===== src/rtl/gbga_pkg.sv =====
// ----------------------------------------------------------------------------
// gbga_pkg
// Shared types and constants for the GB2312 text to glyph address block.
// ----------------------------------------------------------------------------
package gbga_pkg;

  // Character code ranges.
  localparam logic [7:0] HANZI_LEAD_LO = 8'hB0;
  localparam logic [7:0] HANZI_LEAD_HI = 8'hF7;
  localparam logic [7:0] SYM_LEAD_LO   = 8'hA1;
  localparam logic [7:0] SYM_LEAD_HI   = 8'hA3;
  localparam logic [7:0] TRAIL_LO      = 8'hA1;
  localparam logic [7:0] ASCII_LO      = 8'h20;
  localparam logic [7:0] ASCII_HI      = 8'h7E;

  // Font ROM layout.
  localparam logic [6:0]  ROW_CELLS       = 7'd94;
  localparam logic [12:0] HANZI_BASE_CELL = 13'd846;
  localparam logic [17:0] BASE_8X16       = 18'h3CF80;
  localparam logic [17:0] BASE_5X8        = 18'h3BFC0;

  // Column advance per glyph kind.
  localparam logic [7:0] ADV_16X16 = 8'd16;
  localparam logic [7:0] ADV_8X16  = 8'd8;
  localparam logic [7:0] ADV_5X8   = 8'd6;

  // Glyph kind codes.
  localparam logic [1:0] KIND_16X16 = 2'd0;
  localparam logic [1:0] KIND_8X16  = 2'd1;
  localparam logic [1:0] KIND_5X8   = 2'd2;

  // Font mode codes.
  localparam logic MODE_MIXED = 1'b0;
  localparam logic MODE_SMALL = 1'b1;

  typedef struct packed {
    logic [7:0] text_byte;
    logic       string_start;
    logic [3:0] start_page;
    logic [7:0] start_column;
  } item_t;

  typedef struct packed {
    logic [17:0] glyph_address;
    logic [1:0]  glyph_kind;
    logic [3:0]  draw_page;
    logic [7:0]  draw_column;
  } result_t;

  typedef struct packed {
    logic [7:0] held_lead;
    logic       lead_waiting;
    logic [7:0] current_column;
    logic [3:0] current_page;
    logic       string_open;
  } state_t;

endpackage


===== src/rtl/gbga_if.sv =====
// ----------------------------------------------------------------------------
// gbga_in_if / gbga_out_if
// Valid/ready channels carrying text requests in and glyph requests out.
// ----------------------------------------------------------------------------
interface gbga_in_if;
  logic       valid;
  logic       ready;
  logic [7:0] text_byte;
  logic       string_start;
  logic [3:0] start_page;
  logic [7:0] start_column;

  modport source (output valid, output text_byte, output string_start,
                  output start_page, output start_column, input ready);
  modport sink   (input valid, input text_byte, input string_start,
                  input start_page, input start_column, output ready);
endinterface

interface gbga_out_if;
  logic        valid;
  logic        ready;
  logic [17:0] glyph_address;
  logic [1:0]  glyph_kind;
  logic [3:0]  draw_page;
  logic [7:0]  draw_column;

  modport source (output valid, output glyph_address, output glyph_kind,
                  output draw_page, output draw_column, input ready);
  modport sink   (input valid, input glyph_address, input glyph_kind,
                  input draw_page, input draw_column, output ready);
endinterface


===== src/rtl/gbga_decode.sv =====
// ----------------------------------------------------------------------------
// gbga_decode
// Decodes one text byte against the current string state: gives the next
// state and, for a drawable character, the glyph request.
// ----------------------------------------------------------------------------
module gbga_decode (
  input  gbga_pkg::item_t   item,
  input  gbga_pkg::state_t  state_cur,
  input  logic              font_mode,
  output gbga_pkg::state_t  state_nxt,
  output logic              emit,
  output gbga_pkg::result_t result
);
  import gbga_pkg::*;

  logic [7:0]  b;
  logic        is_ascii;
  logic        is_hanzi_lead;
  logic        is_sym_lead;
  logic        is_trail;
  logic [6:0]  ascii_off;
  logic [6:0]  row;
  logic [12:0] row_base;
  logic [12:0] cell_idx;
  logic        held_hanzi;

  // Byte classification.
  assign b             = item.text_byte;
  assign is_ascii      = (b >= ASCII_LO) && (b <= ASCII_HI);
  assign is_hanzi_lead = (b >= HANZI_LEAD_LO) && (b <= HANZI_LEAD_HI);
  assign is_sym_lead   = (b >= SYM_LEAD_LO) && (b <= SYM_LEAD_HI);
  assign is_trail      = (b >= TRAIL_LO);
  assign ascii_off     = 7'(b - ASCII_LO);

  // Double-byte cell number from the held lead and this trail.
  assign held_hanzi = (state_cur.held_lead >= HANZI_LEAD_LO);
  assign row        = held_hanzi ? 7'(state_cur.held_lead - HANZI_LEAD_LO)
                                 : 7'(state_cur.held_lead - SYM_LEAD_LO);
  assign row_base   = 13'(row * ROW_CELLS);
  assign cell_idx   = row_base + 13'(7'(b - TRAIL_LO))
                      + (held_hanzi ? HANZI_BASE_CELL : 13'd0);

  // Sequence handling for one byte.
  always_comb begin
    logic [7:0] advance;
    logic       taken;
    state_nxt = state_cur;
    emit      = 1'b0;
    advance   = 8'd0;
    taken     = 1'b0;
    result.glyph_address = 18'd0;
    result.glyph_kind    = KIND_16X16;

    if (item.string_start) begin
      state_nxt.current_page   = item.start_page;
      state_nxt.current_column = item.start_column;
      state_nxt.string_open    = 1'b1;
      state_nxt.lead_waiting   = 1'b0;
      state_nxt.held_lead      = 8'd0;
    end

    result.draw_page   = state_nxt.current_page;
    result.draw_column = state_nxt.current_column;

    if (state_nxt.string_open) begin
      if (b == 8'd0) begin
        state_nxt.string_open  = 1'b0;
        state_nxt.lead_waiting = 1'b0;
        state_nxt.held_lead    = 8'd0;
      end else if (font_mode == MODE_SMALL) begin
        state_nxt.lead_waiting = 1'b0;
        if (is_ascii) begin
          emit                 = 1'b1;
          advance              = ADV_5X8;
          result.glyph_kind    = KIND_5X8;
          result.glyph_address = BASE_5X8 + {8'd0, ascii_off, 3'd0};
        end
      end else begin
        // A waiting lead pairs with a trail, or is dropped.
        if (state_nxt.lead_waiting) begin
          state_nxt.lead_waiting = 1'b0;
          if (is_trail) begin
            taken                = 1'b1;
            emit                 = 1'b1;
            advance              = ADV_16X16;
            result.glyph_kind    = KIND_16X16;
            result.glyph_address = {cell_idx, 5'd0};
          end
        end
        if (!taken) begin
          if (is_hanzi_lead || is_sym_lead) begin
            state_nxt.held_lead    = b;
            state_nxt.lead_waiting = 1'b1;
          end else if (is_ascii) begin
            emit                 = 1'b1;
            advance              = ADV_8X16;
            result.glyph_kind    = KIND_8X16;
            result.glyph_address = BASE_8X16 + {7'd0, ascii_off, 4'd0};
          end
        end
      end
    end

    state_nxt.current_column = state_nxt.current_column + advance;
  end

endmodule


===== src/rtl/gbga_out_queue.sv =====
// ----------------------------------------------------------------------------
// gbga_out_queue
// Two-entry output buffer: a head register feeding the port and a skid
// register behind it, so the decode stage never waits on the sink directly.
// ----------------------------------------------------------------------------
module gbga_out_queue (
  input  logic              clk,
  input  logic              rst_n,
  input  logic              push,
  input  gbga_pkg::result_t push_data,
  output logic              full,
  gbga_out_if.source        out_chan
);
  import gbga_pkg::*;

  result_t    head_r;
  result_t    skid_r;
  logic [1:0] count_r;
  logic       pop;

  assign full = (count_r == 2'd2);
  assign pop  = out_chan.valid && out_chan.ready;

  assign out_chan.valid         = (count_r != 2'd0);
  assign out_chan.glyph_address = head_r.glyph_address;
  assign out_chan.glyph_kind    = head_r.glyph_kind;
  assign out_chan.draw_page     = head_r.draw_page;
  assign out_chan.draw_column   = head_r.draw_column;

  // Occupancy count.
  always_ff @(posedge clk) begin
    if (!rst_n) begin
      count_r <= 2'd0;
    end else if (push && !pop) begin
      count_r <= count_r + 2'd1;
    end else if (pop && !push) begin
      count_r <= count_r - 2'd1;
    end
  end

  // Payload movement; the head always holds the oldest request.
  always_ff @(posedge clk) begin
    if (push && pop) begin
      if (count_r == 2'd2) begin
        head_r <= skid_r;
        skid_r <= push_data;
      end else begin
        head_r <= push_data;
      end
    end else if (push) begin
      if (count_r == 2'd0) begin
        head_r <= push_data;
      end else begin
        skid_r <= push_data;
      end
    end else if (pop) begin
      head_r <= skid_r;
    end
  end

endmodule


===== src/rtl/gb2312_text_to_glyph_address.sv =====
// ----------------------------------------------------------------------------
// gb2312_text_to_glyph_address
// Turns a text byte stream into font ROM glyph addresses with draw positions.
// ----------------------------------------------------------------------------
// An accepted request passes through the input register, then decode feeds
// straight into the output buffer, whose head drives the glyph request port.
// Throughput: one text byte per cycle while the output buffer is not full.
// Reset (rst_n low, synchronous) empties the pipeline, closes the string,
// clears position and lead state, and selects mixed mode.
// ----------------------------------------------------------------------------
module gb2312_text_to_glyph_address (
  input  logic       clk,
  input  logic       rst_n,
  input  logic       cfg_we,
  input  logic       cfg_wdata,
  gbga_in_if.sink    in_chan,
  gbga_out_if.source out_chan
);
  import gbga_pkg::*;

  logic    font_mode_r;
  logic    s1_valid_r;
  item_t   s1_item_r;
  state_t  state_r;
  state_t  state_nxt;
  logic    s1_adv;
  logic    emit;
  result_t result;
  logic    q_full;
  logic    push;
  item_t   in_item;

  // Configuration register.
  always_ff @(posedge clk) begin
    if (!rst_n) begin
      font_mode_r <= MODE_MIXED;
    end else if (cfg_we) begin
      font_mode_r <= cfg_wdata;
    end
  end

  // Input register.
  assign in_item.text_byte    = in_chan.text_byte;
  assign in_item.string_start = in_chan.string_start;
  assign in_item.start_page   = in_chan.start_page;
  assign in_item.start_column = in_chan.start_column;

  assign s1_adv        = s1_valid_r && !q_full;
  assign in_chan.ready = !s1_valid_r || s1_adv;

  always_ff @(posedge clk) begin
    if (!rst_n) begin
      s1_valid_r <= 1'b0;
    end else if (in_chan.ready) begin
      s1_valid_r <= in_chan.valid;
    end
  end

  always_ff @(posedge clk) begin
    if (in_chan.ready && in_chan.valid) begin
      s1_item_r <= in_item;
    end
  end

  // Decode stage.
  gbga_decode u_decode (
    .item      (s1_item_r),
    .state_cur (state_r),
    .font_mode (font_mode_r),
    .state_nxt (state_nxt),
    .emit      (emit),
    .result    (result)
  );

  always_ff @(posedge clk) begin
    if (!rst_n) begin
      state_r <= '0;
    end else if (s1_adv) begin
      state_r <= state_nxt;
    end
  end

  // Output buffer.
  assign push = s1_adv && emit;

  gbga_out_queue u_out_queue (
    .clk       (clk),
    .rst_n     (rst_n),
    .push      (push),
    .push_data (result),
    .full      (q_full),
    .out_chan  (out_chan)
  );

  // Checks.
  a_no_push_when_full: assert property (@(posedge clk) disable iff (!rst_n)
    !(push && q_full)) else $error("glyph request pushed into a full buffer");

  a_closed_no_emit: assert property (@(posedge clk) disable iff (!rst_n)
    (s1_valid_r && !state_r.string_open && !s1_item_r.string_start) |-> !emit)
    else $error("glyph request from a closed string");

  a_lead_range: assert property (@(posedge clk) disable iff (!rst_n)
    state_r.lead_waiting |->
      ((state_r.held_lead >= HANZI_LEAD_LO && state_r.held_lead <= HANZI_LEAD_HI) ||
       (state_r.held_lead >= SYM_LEAD_LO && state_r.held_lead <= SYM_LEAD_HI)))
    else $error("waiting lead byte outside lead ranges");

  a_small_no_lead: assert property (@(posedge clk) disable iff (!rst_n)
    (s1_adv && font_mode_r == MODE_SMALL) |=> !state_r.lead_waiting)
    else $error("lead byte held in small mode");

endmodule

===== src/flat_wrapper.sv =====
// flat-port wrapper written by rule: the top's interface ports become plain ports
module gb2312_text_to_glyph_address_flat import gbga_pkg::*;
  (clk, rst_n, cfg_we, cfg_wdata, in_chan_valid, in_chan_text_byte, in_chan_string_start, in_chan_start_page, in_chan_start_column, in_chan_ready, out_chan_valid, out_chan_glyph_address, out_chan_glyph_kind, out_chan_draw_page, out_chan_draw_column, out_chan_ready);
  gbga_in_if in_chan_i ();
  gbga_out_if out_chan_i ();
  input  logic clk;
  input  logic rst_n;
  input  logic cfg_we;
  input  logic cfg_wdata;
  input wire logic [$bits(in_chan_i.valid)-1:0] in_chan_valid;
  input wire logic [$bits(in_chan_i.text_byte)-1:0] in_chan_text_byte;
  input wire logic [$bits(in_chan_i.string_start)-1:0] in_chan_string_start;
  input wire logic [$bits(in_chan_i.start_page)-1:0] in_chan_start_page;
  input wire logic [$bits(in_chan_i.start_column)-1:0] in_chan_start_column;
  output wire logic [$bits(in_chan_i.ready)-1:0] in_chan_ready;
  output wire logic [$bits(out_chan_i.valid)-1:0] out_chan_valid;
  output wire logic [$bits(out_chan_i.glyph_address)-1:0] out_chan_glyph_address;
  output wire logic [$bits(out_chan_i.glyph_kind)-1:0] out_chan_glyph_kind;
  output wire logic [$bits(out_chan_i.draw_page)-1:0] out_chan_draw_page;
  output wire logic [$bits(out_chan_i.draw_column)-1:0] out_chan_draw_column;
  input wire logic [$bits(out_chan_i.ready)-1:0] out_chan_ready;
  assign in_chan_i.valid = in_chan_valid;
  assign in_chan_i.text_byte = in_chan_text_byte;
  assign in_chan_i.string_start = in_chan_string_start;
  assign in_chan_i.start_page = in_chan_start_page;
  assign in_chan_i.start_column = in_chan_start_column;
  assign in_chan_ready = in_chan_i.ready;
  assign out_chan_valid = out_chan_i.valid;
  assign out_chan_glyph_address = out_chan_i.glyph_address;
  assign out_chan_glyph_kind = out_chan_i.glyph_kind;
  assign out_chan_draw_page = out_chan_i.draw_page;
  assign out_chan_draw_column = out_chan_i.draw_column;
  assign out_chan_i.ready = out_chan_ready;
  gb2312_text_to_glyph_address u_core (.clk(clk), .rst_n(rst_n), .cfg_we(cfg_we), .cfg_wdata(cfg_wdata), .in_chan(in_chan_i), .out_chan(out_chan_i));
endmodule

===== config.mk =====
export PLATFORM = sky130hd
export DESIGN_NAME = gb2312_text_to_glyph_address_flat
export DESIGN_NICKNAME = d
export VERILOG_FILES = /design/src/rtl/gbga_pkg.sv /design/src/rtl/gbga_if.sv /design/src/rtl/gbga_decode.sv /design/src/rtl/gbga_out_queue.sv /design/src/rtl/gb2312_text_to_glyph_address.sv /design/src/flat_wrapper.sv
export SDC_FILE = /design/constraint.sdc
export NUM_CORES = 1
export LEC_CHECK = 0
export ABC_AREA = 1
export BUFFER_PORTS_ARGS = -buffer_cell sky130_fd_sc_hd__buf_2
export CAP_MARGIN = 20
export CORE_MARGIN = 2
export CORE_UTILIZATION = 46
export DETAILED_ROUTE_END_ITERATION = 10
export HOLD_SLACK_MARGIN = 0.03
export SLEW_MARGIN = 20
export SYNTH_ARGS = -nofsm -noshare
export SYNTH_HDL_FRONTEND = slang
export SYNTH_SLANG_ARGS = --single-unit

===== constraint.sdc =====
create_clock -name clk -period 13.1 [get_ports clk]
set_input_delay 2.62 -clock clk [delete_from_list [all_inputs] [get_ports clk]]
set_output_delay 2.62 -clock clk [all_outputs]
set_load 0.05 [all_outputs]

# Word-level counts from Yosys, hierarchy flattened
# Index checks and enable logic that the tools add are counted.
# Widths: inputs -> output; s select.
[classes]
n_lt_le_gt_ge = 7
reduce_logical = 24
n_addsub = 11
n_div = 0
n_shift = 0
mux = 52
n_eq_ne = 4
n_mul = 1
bitwise = 0
[op_table]
columns = ["operator", "count"]
rows = [
  ["$mux 32", 9],
  ["$mux 20", 9],
  ["$mux 8", 6],
  ["$mux 9", 4],
  ["$sub 7x6->7 const B", 4],
  ["$ge 8x8->1 const B", 3],
  ["$mux 22", 1],
  ["$add 16x11->17 const A", 1],
  ["$add 15x12->16 const A", 1],
  ["$le 8x8->1 const B", 2],
  ["$mux 1", 15],
  ["$mux 5", 3],
  ["$add 13x10->13", 1],
  ["$add 13x7->13", 1],
  ["$mul 7x6->12 const B", 1],
  ["$logic_and 1x1->1", 10],
  ["$mux 10", 1],
  ["$add 8x8->8", 1],
  ["$ge 8x6->1 const B", 1],
  ["$le 8x7->1 const B", 1],
  ["$logic_not 8->1", 1],
  ["$mux 7", 1],
  ["$reduce_bool 2->1", 3],
  ["$logic_not 1->1", 4],
  ["other kinds (13)", 15],
]
[word_totals]
latchBits = 0
register_bits = 111
ram_bits = 0
memories = 0
romBits = 0

# Logic depth before layout (Yosys ltp)
[logic_depth]
ltp_word = 16
depth_mapped = 32

# Cells and area by module
# From an unflattened synthesis, not the netlist that was laid out.
[unflattened]
hier_cells = 854
hier_area_um2 = 7262.0
[by_module_without_submodules]
columns = ["module", "cells_each", "instances", "area_per_inst_um2", "seq_area_each_um2"]
rows = [
  ["gbga_decode", 482, 1, 3004.1, 0.0],
  ["gbga_out_queue", 197, 1, 2546.2, 1961.9],
  ["gb2312_text_to_glyph_address", 175, 1, 1711.6, 1111.1],
]

# Least setup slack after synthesis
# No wires, ideal clock.
[synth_timing]
path_kind = "input to register"
from = "in out_chan_ready"
to = "reg u_core.u_out_queue.skid_r[0] (netlist bit), enable pin"
arrival_ns = 4.979
slack_ns = 7.696
stages = 7
path_cell_list = "nand2_1 inv_1 ha_1 clkbuf_1 clkbuf_1 nand2_1 a21oi_1"
[synth_between]
elab_chain_len = 4
elab_cells_between_ends = 6
[synth_lines]
columns = ["item", "line", "rtl"]
rows = [
  ["from (decl)", "flat_wrapper.sv:21", "input wire logic [$bits(out_chan_i.ready)-1:0] out_chan_ready;"],
  ["$logic_and 1x1->1 (*)", "gbga_out_queue.sv:22", "assign pop = out_chan.valid && out_chan.ready;"],
  ["$logic_and 1x1->1 (*)", "gbga_out_queue.sv:43", "if (push && pop) begin"],
  ["$ne 2x1->1 (no line), or another cell as far along", "n/a", ""],
  ["$reduce_and 3->1 (no line) (*)", "n/a", ""],
  ["to (signal assigned)", "gbga_out_queue.sv:46", "skid_r <= push_data;"],
  ["to (signal assigned)", "gbga_out_queue.sv:54", "skid_r <= push_data;"],
  ["to (decl)", "gbga_out_queue.sv:17", "result_t skid_r;"],
]
# Every way passes the cells marked *; elsewhere a longest branch is shown, timed or not.
# A chain may end at the register's enable or synchronous reset.

# Worst setup path in the final report
[layout_timing]
from = "reg u_core.state_r[18] (netlist bit)"
to = "reg u_core.u_out_queue.head_r (netlist bit u_core.u_out_queue.out_chan.glyph_address[15]) (data pin)"
[layout_between]
elab_chain_len = 16
elab_cells_between_ends = 20
[layout_lines]
columns = ["item", "line", "rtl"]
rows = [
  ["from (decl)", "gb2312_text_to_glyph_address.sv:24", "state_t state_r;"],
  ["from (signal assigned)", "gb2312_text_to_glyph_address.sv:79", "state_r <= state_nxt;"],
  ["$sub 7x6->7, or another cell as far along", "gbga_decode.sv:38", ": 7'(state_cur.held_lead - SYM_LEAD_LO);"],
  ["$mux 7", "gbga_decode.sv:37", "assign row = held_hanzi ? 7'(state_cur.held_lead - HANZI_LEAD_LO)"],
  ["$mul 7x6->12", "gbga_decode.sv:39", "assign row_base = 13'(row * ROW_CELLS);"],
  ["$add 13x7->13", "gbga_decode.sv:40", "assign cell_idx = row_base + 13'(7'(b - TRAIL_LO))"],
  ["$add 13x10->13 (*)", "gbga_decode.sv:41", "+ (held_hanzi ? HANZI_BASE_CELL : 13'd0);"],
  ["$mux 20 (*)", "gbga_decode.sv:82", "if (is_trail) begin"],
  ["$mux 20 (*)", "gbga_decode.sv:80", "if (state_nxt.lead_waiting) begin"],
  ["$mux 20", "gbga_decode.sv:94", "end else if (is_ascii) begin"],
  ["$mux 20", "gbga_decode.sv:91", "if (is_hanzi_lead || is_sym_lead) begin"],
  ["$mux 20 (*)", "gbga_decode.sv:90", "if (!taken) begin"],
  ["$mux 20 (*)", "gbga_decode.sv:70", "end else if (font_mode == MODE_SMALL) begin"],
  ["$mux 20 (*)", "gbga_decode.sv:66", "if (b == 8'd0) begin"],
  ["$mux 20 (*)", "gbga_decode.sv:65", "if (state_nxt.string_open) begin"],
  ["$mux 32", "gbga_out_queue.sv:51", "if (count_r == 2'd0) begin"],
  ["$mux 32", "gbga_out_queue.sv:50", "end else if (push) begin"],
  ["$mux 32 (*)", "gbga_out_queue.sv:43", ""],
  ["to (signal assigned)", "gbga_out_queue.sv:45", "head_r <= skid_r;"],
  ["to (signal assigned)", "gbga_out_queue.sv:48", "head_r <= push_data;"],
  ["to (signal assigned)", "gbga_out_queue.sv:52", "head_r <= push_data;"],
  ["to (decl)", "gbga_out_queue.sv:16", "result_t head_r;"],
]
# Every way passes the cells marked *; elsewhere a longest branch is shown, timed or not. The select of a mux whose other input is x is not followed.

==> impl_metrics.ini <==
[run_status]
status = complete, no violations

[detailed_routing]
routed_wl_um = 16100
wl_per_cell_um = 14.6
viasPerCell = 5.25
drt_iter0_markers = 481
num_vias = 5812
final_antenna_net_count = 0
drt-pass1-iter-count = 5
drc_errors = 0

[grt]
overflow = 0
grt_pass1_wl_um = 26900
grt_pass1_vias = 5525
grt_util_all_layers_pct = 20.2
antenna_found_initial = 0
grt_max_degree = 30

[clocking]
postCtsSetupBuffers = 0
cts.repair.resized = 0
cts_tree = built
insertion_delay_ps = 360
htreeDepth = 3
numCtsBuffers = 9
cts_max_path_buffers = 2
cts-hold-fix-buffers = 0
clk_pin_slew_ps = 70
root_buffer = clkbuf_16
cts_num_sinks = 105

[layout]
diodes = 0
drive_gt1_share_pct = 14.5
num-nets-final = 989
fillers = 1419
multi_input_area_um2 = 3720
ff_latch_area_um2 = 2890
syn2layout_area_growth_pct = 9.81
stdcell_count = 1107

[logic_synthesis]
synth_area_leaders = edfxtp_1, ha_1, nand2_1, dfxtp_1, inv_1
synth_area_leader_cell = edfxtp_1
synthArstFlopShare_pct = 0
synth_warnings = 0
synth-seq-cells = 105
netlist_instances = 847
ys_seq_area_share_pct = 40.2
syn_area_per_cell_um2 = 8.50
synthFlopType = edfxtp_1
synth.distinct_cells = 48
syn_area_um2 = 7200
synth.top_cell.area_share_pct = 32.9
synth_enable_flop_cells = 79

[setup_path]
cp_slowest_stage_delay_ps = 520
startpoint_type = flip-flop
worstSetupPathType = flip-flop to flip-flop
cp.arrival_ps = 5900
crit_top_cell = nand2_1
reg2reg_slack_ps = 7310
critical_path_required_ps = 13210
worst_setup_path_end_kind = flip-flop
critPathSlowestCell = fa_1
r2r_cells = 30
path_max_fanout = 9

[placed_design]
gp_congestion = 0.884
place.port_buffers = 57
place_inst = 1091
hpwl_um = 12000

[sta]
final.min_clock_period_ps = 5790
drv_slew = 0
worst_pin_slew_ps = 830
rsz0062_at_grt = no
hold-worst-slack_ps = 488
skew_ps = 8.35
finalCritPeriodShare_pct = 44.2
finalSetupViolations = 0
slew_headroom_pct = 44.1
timing.fmax_mhz = 173
hold_viol = 0
setup_tns_ps = 0

[pwr]
power_density_nw_per_um2 = 246
ir_drop_uv = 190
p_leak_nw = 3.57

[die]
dieArea_um2 = 16700
die_width_um = 129
die_height_um = 129
start_util_pct = 47.2
rows = 45
core_um2 = 15300
io_pins = 61

[hold_path]
hold_path.class = flip-flop to flip-flop
worstHoldPathCells = 2

[run]
cap_violations = 0
-- cell usage in the layout, fill, tap and decap left out, types with 2 or more instances in the layout --
cell type   count
nand3_2         2
inv_1          96
conb_1          3
buf_2          57
o21ai_2         7
nand3_1        41
nor2_2          2
a31oi_1         7
nor3_1          3
ha_1           54
o21bai_1        2
nand2_1       177
fa_1           17
buf_4           5
nand2_4         5
clkbuf_16       9
dfxtp_1        26
nand2_2         4
nand4_1         2
edfxtp_1       79
xnor2_1        12
o22ai_1        13
nor2_1         76
xor2_1         17
a21o_1          2
or2_2           5
o21ai_1        17
o211ai_2        2
a21oi_1        48
clkinvlp_4      2
o211ai_1        9
o21ai_0        60
o22ai_2         6
inv_2          12
a21oi_2         2
-- final timing paths --
| kind | start | to |
|---|---|---|
| hold / removal | u_core.state_r[0] | u_core.state_r[0] |
| hold reg to reg | u_core.state_r[0] | u_core.state_r[0] |
| setup / recovery | u_core.state_r[18] | u_core.u_out_queue.out_chan.glyph_address[15] |
| setup reg to reg | u_core.state_r[18] | u_core.u_out_queue.out_chan.glyph_address[15] |
-- power by group --
part	total, mW	internal (mW)	leakage [nW]	switching [mW]
logic	1.25	0.450	2.49	0.801
registers	0.433	0.414	0.951	0.0192
clock network	0.261	0.131	0.132	0.130
-- per-stage QoR --
step	utilization, %	power [mW]	setup slack, ps	area [µm²]
after floorplan	-	1.45	7700	7210
after global routing	51.8	2.17	6850	7910
final	51.8	1.95	7310	7910
after detailed placement	50.0	1.68	7370	7630
after CTS	51.8	1.96	7340	7910
after global placement	50.0	1.67	7580	7630
-- flip-flops by register name (all words and copies together), names as in the netlist --
| name | count |
|---|---|
| u_core.font_mode_r | 1 |
| u_core.s1_item_r | 21 |
| u_core.s1_valid_r | 1 |
| u_core.state_r | 22 |
| u_core.u_out_queue.count_r | 2 |
| u_core.u_out_queue.out_chan.draw_column | 8 |
| u_core.u_out_queue.out_chan.draw_page | 4 |
| u_core.u_out_queue.out_chan.glyph_address | 15 |
| u_core.u_out_queue.out_chan.glyph_kind | 2 |
| u_core.u_out_queue.skid_r | 29 |
-- synthesized netlist by cell type (6+ instances only) --
master      n
ha_1       54
inv_1      96
clkbuf_1   14
o21ai_0    61
dfxtp_1    26
o21ai_2     6
o22ai_1    13
fa_1       17
xor2_1     17
o22ai_2     6
edfxtp_1   79
nand2_1   177
buf_2       6
o211ai_1    9
xnor2_1    12
a31oi_1     7
inv_2      12
o21ai_1    17
a21oi_1    49
nor2_1     76
nand3_1    41
-- area by class of cell --
type / instances / area share, %
Clock buffer: 10 / 2.89
Clock inverter: 6 / 0.680
Inverter: 111 / 5.39
Multi-Input combinational cell: 602 / 47.0
Sequential cell: 105 / 36.6
Tap cell: 211 / 3.34
Timing Repair Buffer: 62 / 4.08
-- worst max-delay path: cells and delay by family (launching register included) --
kind	cells	cell delay [ps]
DFF	1	360
AOI/OAI and AO/OA	5	670
adders and majority gates	7	2290
buffers and inverters	5	350
and+or+nand+nor	10	1190
xor gates and xnor gates	3	690
-- metal layers --
| metal | part of all wire, % | up-vias | GRT usage (%) |
|---|---|---|---|
| met1 | 48 | 2712 | 28.1 |
| met5 | 0 | - | 0 |
| met2 | 46 | 160 | 32.6 |
| met4 | 1.8 | 0 | 6.07 |
| li1 | - | 2915 | - |
| met3 | 4.9 | 25 | 3.47 |
-- cells by family after synthesis --
logic type	count (synthesis)	synth area share [%]
simple gates	322	19.4
other cells	1	0.0521
compound gates	177	14.4
fa+ha+maj	71	14.1
xor+xnor	29	3.53
buf+inv	142	8.39
flops	105	40.2
(Power assumes the default switching activity.)
